--- src/rtl/core/deq_pkg.sv ---
`default_nettype none
// ----------------------------------------------------------------------------
// deq_pkg
// Types and constants shared by the double-ended queue, its checker and its testbench.
// ----------------------------------------------------------------------------
package deq_pkg;

	localparam int DEPTH   = 16;
	localparam int IDX_W   = (DEPTH > 1) ? $clog2(DEPTH) : 1;
	localparam int CNT_W   = $clog2(DEPTH + 1);
	localparam int DATA_W  = 32;
	localparam int COUNT_W = 5;

	typedef enum logic [1:0] {
		OP_PUSH_BACK  = 2'd0,
		OP_PUSH_FRONT = 2'd1,
		OP_POP_FRONT  = 2'd2,
		OP_POP_BACK   = 2'd3
	} deq_op_t;

	typedef enum logic [1:0] {
		STAT_DONE  = 2'd0,
		STAT_EMPTY = 2'd1,
		STAT_FULL  = 2'd2
	} deq_status_t;

	typedef enum logic {
		ST_IDLE = 1'b0,
		ST_RESP = 1'b1
	} deq_state_t;

	typedef struct packed {
		deq_op_t            operation;
		logic signed [31:0] value;
	} deq_cmd_t;

	typedef struct packed {
		logic signed [31:0]   front_value;
		logic signed [31:0]   back_value;
		logic [COUNT_W-1:0]   count;
		logic                 is_empty;
		deq_status_t          status;
	} deq_rsp_t;

endpackage
`default_nettype wire

--- src/rtl/core/deq_ram.sv ---
`default_nettype none
// ----------------------------------------------------------------------------
// deq_ram
// Entry store: one write port, two registered read ports, read-before-write.
// ----------------------------------------------------------------------------
module deq_ram #(
	parameter int DEPTH  = 16,
	parameter int WIDTH  = 32,
	parameter int ADDR_W = (DEPTH > 1) ? $clog2(DEPTH) : 1
) (
	input  wire logic              clk,
	input  wire logic              we,
	input  wire logic [ADDR_W-1:0] waddr,
	input  wire logic [WIDTH-1:0]  wdata,
	input  wire logic [ADDR_W-1:0] raddr_a,
	output logic      [WIDTH-1:0]  rdata_a,
	input  wire logic [ADDR_W-1:0] raddr_b,
	output logic      [WIDTH-1:0]  rdata_b
);

	logic [WIDTH-1:0] mem [DEPTH];

	always_ff @(posedge clk) begin
		if (we) begin
			mem[waddr] <= wdata;
		end
		rdata_a <= mem[raddr_a];
		rdata_b <= mem[raddr_b];
	end

endmodule
`default_nettype wire

--- src/rtl/core/double_ended_queue.sv ---
`default_nettype none
// ----------------------------------------------------------------------------
// double_ended_queue
// Bounded deque of signed 32-bit values held in a ring RAM with front/back
// pointers and a count. One result transaction per command.
// Latency: result strobes in the cycle after the command is taken.
// A new command is taken only once the previous result has strobed;
// busy is high during the result cycle.
// The receiver cannot stall; reset clears pointers and count, RAM is not
// cleared (an empty result reports all ones, so unwritten entries never show).
// ----------------------------------------------------------------------------
module double_ended_queue
	import deq_pkg::*;
(
	input  wire logic     clk,
	input  wire logic     arst_n,
	input  wire logic     start,
	output logic          busy,
	input  wire deq_cmd_t cmd,
	output logic          strobe,
	output deq_rsp_t      rsp
);

	deq_state_t state_q, state_d;

	logic [IDX_W-1:0] front_q, back_q;
	logic [CNT_W-1:0] cnt_q;

	logic             accept;
	logic             full, empty;
	logic [IDX_W-1:0] nf, nb, waddr, back_last;
	logic [CNT_W-1:0] ncnt;
	logic             we;
	deq_status_t      status;

	logic              fwd_a_s1, fwd_b_s1, empty_s1;
	logic [DATA_W-1:0] wdata_s1;
	logic [CNT_W-1:0]  cnt_s1;
	deq_status_t       status_s1;
	logic [DATA_W-1:0] rdata_a, rdata_b;
	logic [31:0]       cnt_ext;

	function automatic logic [IDX_W-1:0] ring_next(input logic [IDX_W-1:0] i);
		ring_next = (i == IDX_W'(DEPTH - 1)) ? '0 : i + 1'b1;
	endfunction

	function automatic logic [IDX_W-1:0] ring_prev(input logic [IDX_W-1:0] i);
		ring_prev = (i == '0) ? IDX_W'(DEPTH - 1) : i - 1'b1;
	endfunction

	assign accept = start && !busy;
	assign full   = (cnt_q == CNT_W'(DEPTH));
	assign empty  = (cnt_q == '0);

	always_comb begin
		nf     = front_q;
		nb     = back_q;
		ncnt   = cnt_q;
		we     = 1'b0;
		waddr  = back_q;
		status = STAT_DONE;
		unique case (cmd.operation)
			OP_PUSH_BACK: begin
				if (full) begin
					status = STAT_FULL;
				end else begin
					we    = 1'b1;
					waddr = back_q;
					nb    = ring_next(back_q);
					ncnt  = cnt_q + 1'b1;
				end
			end
			OP_PUSH_FRONT: begin
				if (full) begin
					status = STAT_FULL;
				end else begin
					we    = 1'b1;
					nf    = ring_prev(front_q);
					waddr = nf;
					ncnt  = cnt_q + 1'b1;
				end
			end
			OP_POP_FRONT: begin
				if (empty) begin
					status = STAT_EMPTY;
				end else begin
					nf   = ring_next(front_q);
					ncnt = cnt_q - 1'b1;
				end
			end
			OP_POP_BACK: begin
				if (empty) begin
					status = STAT_EMPTY;
				end else begin
					nb   = ring_prev(back_q);
					ncnt = cnt_q - 1'b1;
				end
			end
		endcase
		back_last = ring_prev(nb);
	end

	deq_ram #(
		.DEPTH (DEPTH),
		.WIDTH (DATA_W)
	) u_ram (
		.clk     (clk),
		.we      (accept && we),
		.waddr   (waddr),
		.wdata   (cmd.value),
		.raddr_a (nf),
		.rdata_a (rdata_a),
		.raddr_b (back_last),
		.rdata_b (rdata_b)
	);

	always_ff @(posedge clk or negedge arst_n) begin
		if (!arst_n) begin
			state_q <= ST_IDLE;
			front_q <= '0;
			back_q  <= '0;
			cnt_q   <= '0;
		end else begin
			state_q <= state_d;
			if (accept) begin
				front_q <= nf;
				back_q  <= nb;
				cnt_q   <= ncnt;
			end
		end
	end

	// write and reads share the accept edge; forward the pushed value
	always_ff @(posedge clk) begin
		if (accept) begin
			fwd_a_s1  <= we && (waddr == nf);
			fwd_b_s1  <= we && (waddr == back_last);
			wdata_s1  <= cmd.value;
			cnt_s1    <= ncnt;
			empty_s1  <= (ncnt == '0);
			status_s1 <= status;
		end
	end

	always_comb begin
		state_d = state_q;
		unique case (state_q)
			ST_IDLE: begin
				if (start) begin
					state_d = ST_RESP;
				end
			end
			ST_RESP: begin
				state_d = ST_IDLE;
			end
		endcase
	end

	always_comb begin
		busy   = 1'b0;
		strobe = 1'b0;
		unique case (state_q)
			ST_IDLE: begin
				busy   = 1'b0;
				strobe = 1'b0;
			end
			ST_RESP: begin
				busy   = 1'b1;
				strobe = 1'b1;
			end
		endcase
	end

	assign cnt_ext = 32'(cnt_s1);

	always_comb begin
		rsp.front_value = empty_s1 ? '1 : (fwd_a_s1 ? wdata_s1 : rdata_a);
		rsp.back_value  = empty_s1 ? '1 : (fwd_b_s1 ? wdata_s1 : rdata_b);
		rsp.count       = cnt_ext[COUNT_W-1:0];
		rsp.is_empty    = empty_s1;
		rsp.status      = status_s1;
	end

endmodule
`default_nettype wire

--- config.mk ---
export PLATFORM = sky130hd
export DESIGN_NAME = double_ended_queue
export DESIGN_NICKNAME = d
export VERILOG_FILES = /design/src/rtl/core/deq_pkg.sv /design/src/rtl/core/deq_ram.sv /design/src/rtl/core/double_ended_queue.sv
export SDC_FILE = /design/constraint.sdc
export NUM_CORES = 1
export LEC_CHECK = 0
export BUFFER_PORTS_ARGS = -buffer_cell sky130_fd_sc_hd__buf_2
export CORE_MARGIN = 4
export CORE_UTILIZATION = 65
export DETAILED_ROUTE_END_ITERATION = 10
export HOLD_SLACK_MARGIN = 0.12
export MAX_ROUTING_LAYER = met4
export PLACE_DENSITY = 0.82
export SLEW_MARGIN = 10
export SYNTH_ARGS = -nofsm -noshare
export SYNTH_HDL_FRONTEND = slang
export SYNTH_SLANG_ARGS = --single-unit
--- constraint.sdc ---
create_clock -name clk -period 11.9 [get_ports clk]
set_clock_uncertainty 0.05 [all_clocks]
set_input_delay 2.38 -clock clk [delete_from_list [all_inputs] [get_ports clk]]
set_output_delay 2.38 -clock clk [all_outputs]
set_load 0.03 [all_outputs]
==> Yosys cells after proc, flatten, opt, wreduce, memory -nomap -nowiden <==
Memory sizes are Yosys's and may differ from the RTL's. A register that Yosys moved wholly into a read port is not among the register bits.
Index checks and enable logic that the tools add are counted.
{ "op_classes": {"n_div": 0, "bitwise": 1, "multipliers": 0, "reduce_logical": 13, "shift": 0, "mux": 30, "add_sub_neg": 7, "n_eq_ne": 8, "n_lt_le_gt_ge": 0} }
{ "op_table": {"columns": ["op", "n"], "rows": [
  ["two-way mux 32 bit", 4],
  ["two-way mux 4 bit", 11],
  ["case mux 4 bit (2 select lines)", 2],
  ["zero test 4 bit", 3],
  ["subtractor 4 x 1 -> 4 bit, second input constant", 3],
  ["zero test 5 bit", 2],
  ["two-way mux 5 bit", 2],
  ["case mux 5 bit (2 select lines)", 1],
  ["adder 4 x 1 -> 4 bit, second input constant", 2],
  ["equality test 4 bit", 2],
  ["equality test 4 bit, second input constant", 2],
  ["two-way mux 1 bit", 6],
  ["adder 5 x 1 -> 5 bit, second input constant", 1],
  ["equality test 5 bit, second input constant", 1],
  ["subtractor 5 x 1 -> 5 bit, second input constant", 1],
  ["equality test 2 bit, second input constant", 2],
  ["logical AND 1 bit", 4],
  ["case mux 1 bit (2 select lines)", 2],
  ["case mux 2 bit (2 select lines)", 1],
  ["OR reduction 2 bit", 2],
  ["equality test 2 x 1 -> 1 bit, second input constant", 1],
  ["zero test 2 bit", 1],
  ["two-way mux 2 bit", 1],
  ["zero test 1 bit", 1],
  ["inverter 1 bit", 1]
]} }
{ "totals": {"latch_bits": 0, "mem_count": 1, "output_inout_bits": 74, "mem_bits_ro": 0, "ram_bits": 512, "word_cells": 70, "ff_bits": 56, "in_bits": 37} }
{ "memory_table": {"columns": ["name", "words", "width", "read_ports", "rd_ports_with_merged_regs", "wr", "line", "source"], "rows": [
  ["u_ram.mem", 16, 32, 2, 2, 1, "deq_ram.sv:21", "logic [WIDTH-1:0] mem [DEPTH];"]
]} }

==> Logic depth before layout (Yosys ltp) <==
{ "depth": {"ltp_word": 8, "mapped_depth": 16, "depth_no_buf": 13} }

==> By module <==
From an unflattened synthesis, not the netlist that was laid out.
{ "hier_totals": {"hier_cells": 1556, "hier_area_um2": 28198.3} }
{ "modules_own_cells": {"columns": ["mod", "instances", "cells_each", "seq_area_each_um2", "area_each_um2"], "rows": [
  ["deq_ram", 1, 1141, 16656.0, 24188.2],
  ["double_ended_queue", 1, 415, 1611.5, 4010.1]
]} }

==> Least setup slack after synthesis <==
OpenSTA, ideal clock, no wires.
{ "synth_timing": {"path_type": "input to register", "from": "input cmd[32] in the netlist's numbering", "to": "register u_ram.rdata_b[10], read port of u_ram.mem", "stages": 15, "slack_ns": 6.317, "required_time_ns": 11.716, "path_buffers": 5, "t_arrival_ns": 5.399, "setup_time_ns": 0.134, "cell_sequence": "inv_1 -> ha_1 -> clkbuf_1 -> or3b_2 -> mux2i_1 -> a221oi_1 -> ha_1 -> buf_1 -> o311ai_0 -> buf_2 -> buf_2 -> buf_2 -> o22ai_1 -> nor3_1 -> or4_1"} }
{ "synth_between": {"elab_chain_cells": 4, "word_cells_on_any_way": 6, "classes_between": "1 x add/sub; 1 x eq/ne; 2 x mux; 2 x reduce/logical"} }
{ "synth_rtl": {"columns": ["element", "line", "source"], "rows": [
  ["from (decl)", "double_ended_queue.sv:19", "input wire deq_cmd_t cmd,"],
  ["equality test 2 bit / zero test 2 bit (equally long branches)", "double_ended_queue.sv:62", "unique case (cmd.operation)"],
  ["case mux 4 bit (2 select lines) *", "double_ended_queue.sv:62", null],
  ["subtractor 4 x 1 -> 4 bit / zero test 4 bit (equally long branches)", "double_ended_queue.sv:48", "ring_prev = (i == '0) ? IDX_W'(DEPTH - 1) : i - 1'b1;"],
  ["two-way mux 4 bit *", "double_ended_queue.sv:48", null],
  ["to (decl)", "deq_ram.sv:18", "output logic [WIDTH-1:0] rdata_b"]
]} }
Every way passes the cells marked *; elsewhere a longest branch is shown, timed or not.
A chain may end at the register's enable or synchronous reset.

==> Worst setup path in the final report <==
{ "layout_timing": {"from": "input cmd[32] in the netlist's numbering", "to": "register u_ram.rdata_b[9], read port of u_ram.mem"} }
Same word-level chain as after synthesis.

==> results <==
- The flow ran to the end, and the final reports show no timing, DRC or antenna violations.
- The predominant post-synthesis flop cell is sky130_fd_sc_hd__edfxtp_1.
- The number of clock buffers added by TritonCTS is 59.
- The total negative setup slack is 0 ns.
- The count of distinct cell types in the synthesized netlist is 76.
- The H-tree depth is 2.
- The estimated wirelength of the detail-placed design is 40700 um.
- The max-capacitance violation count is 0.
- The area of the mapped netlist is 28100 um2.
- The classification of the worst-slack hold path is reg -> reg.
- After clock tree synthesis, the setup repair step added 0 buffers.
- Routability-driven placement finished with a final weighted congestion of 0.861.
- Setup violations remaining at the end of the flow were counted as 0.
- The via count of the first global-routing pass is 19670.
- The global routing usage on met2 is 52.7%.
- The number of instances in the synthesized netlist is 1897.
- The signed area change from the synthesized netlist to the final layout is 10.8%.
- The hold violation total from the final report is 0.
- The kind of cell adding the most delay to the critical path is buffers and inverters.
- Setup repair after global routing left no endpoint under its margin.
- After clock tree synthesis, the flow added hold-fix buffers numbering 0.
- The power density over the cells is 248 nW/um2.
- Data on the critical path arrives at its endpoint at 7.81 ns.
- The number of synthesized flops with an enable pin is 554.
- The starting utilization of the core area is 66.4%.
- In the final routed layout, each cell accounts on average for 30.0 um.
- The post-synthesis net count is 1948.
- The chip height is 216 um.
- Traced cell by cell, the critical path runs through buf_2, inv_1, ha_1, nand2b_1, mux2i_1, a221oi_1, ha_1, buf_4, inv_1, a41oi_4, buf_4, o22ai_1, nor3_1, or4_1.
- The share of the clock period used by the worst path is 61.3%.
- The global routing usage on met3 is 7.89%.
- From left edge to right edge, the die measures 216 um.
- The root cell of the clock tree is sky130_fd_sc_hd__clkbuf_16.
- Among all cell types in the netlist, the one instantiated most often is sky130_fd_sc_hd__edfxtp_1.
- The number of iterations in the first detailed-routing pass is 5.
- The design draws 7.71 mW.
- The via density per instance is 7.51.
- The tightest hold path in the finished design has a slack of 0.502 ns.
- In this run the static leakage power is 10.3 nW.
- Yosys printed 0 warnings.
- The fraction of the yosys area taken by sequential cells is 65.0%.
- The clock insertion delay at the later pin of the skew report is 0.63 ns.
- The first global-routing pass estimated 116000 um of wire.
- Headroom to the max-slew limit came out at 15.5%.
- After clock tree synthesis, the clock-pin slew on the worst setup and hold paths is 0.06 ns.
- The slowest stage of the critical path belongs to the cell sky130_fd_sc_hd__a41oi_4.
- The number of max-slew violations in the final report is 0.
- The layout cell share with drive strength beyond 1 is 20.7%.
- The cell area after layout is 31100 um2.
- For the pin with the worst max-slew slack, the measured transition is 1.26 ns.
- The commonest cells after synthesis are 554 x sky130_fd_sc_hd__edfxtp_1, 211 x sky130_fd_sc_hd__o22ai_1, 134 x sky130_fd_sc_hd__nor3_1.
- The highest-utilization routing layer at the global route stage is met2.
- Of all nets on the critical path, the largest fanout is 65.
- Derived from the worst setup path, the maximum achievable clock frequency is 137 MHz.
- Together, buffers and inverters on the worst path number 5.
- CTS saw 632 sinks.
- The placed instance count is 2464.
- The share of synthesized flip-flops with an asynchronous set or reset is 2.22%.
- Buffers placed on the I/O ports in this run total 110.
- The routed design has 77200 um of wire.
- After clock tree synthesis, the repair step resized 0 gates.
- The area fraction of the dominant cell type after synthesis is 59.2%.
- The via count is 19352.
- Global routing finished with a remaining overflow of 0.
- The post-synthesis register bit count is 632.
- Entering global routing, the biggest net connects 71 pins.
- For this run, the slowest stage of the critical path takes 1.00 ns.
- The cell type with the largest total area after synthesis is sky130_fd_sc_hd__edfxtp_1.
- For met1 alone, demand over resource in global routing was 42.0%.
- The number of nets in the finished design is 2000.
- The area of the die is 46600 um2.
- The detailed-route DRC error count is 0.
- The non-filler instance count after layout is 2577.
- Counting along the longest clock path gives a buffer depth of 3.
- The floorplan has 75 rows.
- The time the final worst path needs with I/O delays and setup is 7.29 ns.
- The average size of a mapped cell is 14.8 um2.
- The kind of critical path is in -> reg.
- The floorplan step defined a core boundary enclosing 42300 um2.
- The number of antenna violations at the first check in global routing came to 1.
- The critical path startpoint category is a primary input.
- The count of pins on the block boundary is 111.
- The final antenna-violating net count is 0.
- Yosys attributes the largest share of cell area to sky130_fd_sc_hd__edfxtp_1 59%, sky130_fd_sc_hd__mux4_2 10%, sky130_fd_sc_hd__o22ai_1 4.7%.
- Across every metal layer, demand over resource in global routing totals 33.7%.
- The kind of end point of the critical path is a flip-flop.
- Data on the critical path is required at its endpoint by 12.41 ns.
- IR analysis of the VDD net gives a maximum drop of 0.000203 V.
- The number of DRC violations after detailed-routing iteration 0 is 3249.
- Once placement finished, the instance area stood at 29200 um2.
- TritonCTS built the clock tree.
-- metrics by stage --
stage | setup WS [ns] | util, %
floorplan | 6.32 | -
finish | 4.61 | 73.5
CTS | 4.83 | 73.5
global route | 4.37 | 73.5
global placement | 4.34 | 68.9
detailed placement | 4.22 | 68.9
-- layer usage --
metal | wire [um] | part of all wire (%)
met5 | 0 | 0
met3 | 9850 | 13
met1 | 26100 | 34
met2 | 37100 | 48
met4 | 4140 | 5.4
-- layout make-up --
class,count,area [um2]
fill,2515,11200
inverter,19,73.8
tap,577,722
sequential,632,18300
timing repair buffer,149,863
clock inverter,21,248
clock buffer,90,1680
multi-input combinational,1088,9260
antenna,1,2.50
-- flip-flops by register name (all words and copies together) (netlist names) --
name,flops
u_ram.mem,512
u_ram.rdata_a,32
u_ram.rdata_b,32
wdata_s1,32
cnt_q,5
cnt_s1,5
back_q,4
front_q,4
status_s1,2
empty_s1,1
fwd_a_s1,1
fwd_b_s1,1
state_q,1
-- final timing paths --
path | start | end | slack, ns | cells past startpoint
max | cmd[32] | u_ram.rdata_b[9] | 4.61 | 14
min | cnt_q[0] | cnt_q[0] | 0.50 | 1
max reg2reg | cnt_q[0] | u_ram.rdata_b[9] | 5.93 | 13
min reg2reg | cnt_q[0] | cnt_q[0] | 0.50 | 1
max in group asynchronous | arst_n | cnt_q[4] | 9.93 | 1
min in group asynchronous | arst_n | cnt_q[3] | 1.60 | 1
-- cells in the final DEF, fill, tap and decap left out, types with 23 or more instances in the layout --
| master | count |
|---|---|
| sky130_fd_sc_hd__nor2b_1 | 64 |
| sky130_fd_sc_hd__or4_1 | 32 |
| sky130_fd_sc_hd__clkbuf_16 | 60 |
| sky130_fd_sc_hd__o21ai_0 | 47 |
| sky130_fd_sc_hd__edfxtp_1 | 554 |
| sky130_fd_sc_hd__nor3_1 | 134 |
| sky130_fd_sc_hd__o21a_1 | 37 |
| sky130_fd_sc_hd__a22oi_1 | 67 |
| sky130_fd_sc_hd__nor2_1 | 49 |
| sky130_fd_sc_hd__a211o_1 | 64 |
| sky130_fd_sc_hd__buf_2 | 110 |
| sky130_fd_sc_hd__dfxtp_1 | 64 |
| sky130_fd_sc_hd__mux4_2 | 128 |
| sky130_fd_sc_hd__nand2_1 | 63 |
| sky130_fd_sc_hd__a21oi_1 | 44 |
| sky130_fd_sc_hd__buf_4 | 38 |
| sky130_fd_sc_hd__clkbuf_1 | 23 |
| sky130_fd_sc_hd__o22ai_1 | 210 |
-- cell families after synthesis --
| kind of cell | synth area share, % |
|---|---|
| simple gates | 7.49 |
| flops | 65.0 |
| fa+ha+maj | 0.624 |
| compound gates | 13.2 |
| buf+inv | 2.75 |
| mux | 10.5 |
| xor+xnor | 0.405 |
-- where the power goes --
| group | switching [mW] | internal [mW] |
|---|---|---|
| Clock | 0.793 | 1.08 |
| Sequential | 0.107 | 2.62 |
| Combinational | 1.98 | 1.12 |
(Power assumes the default switching activity.)
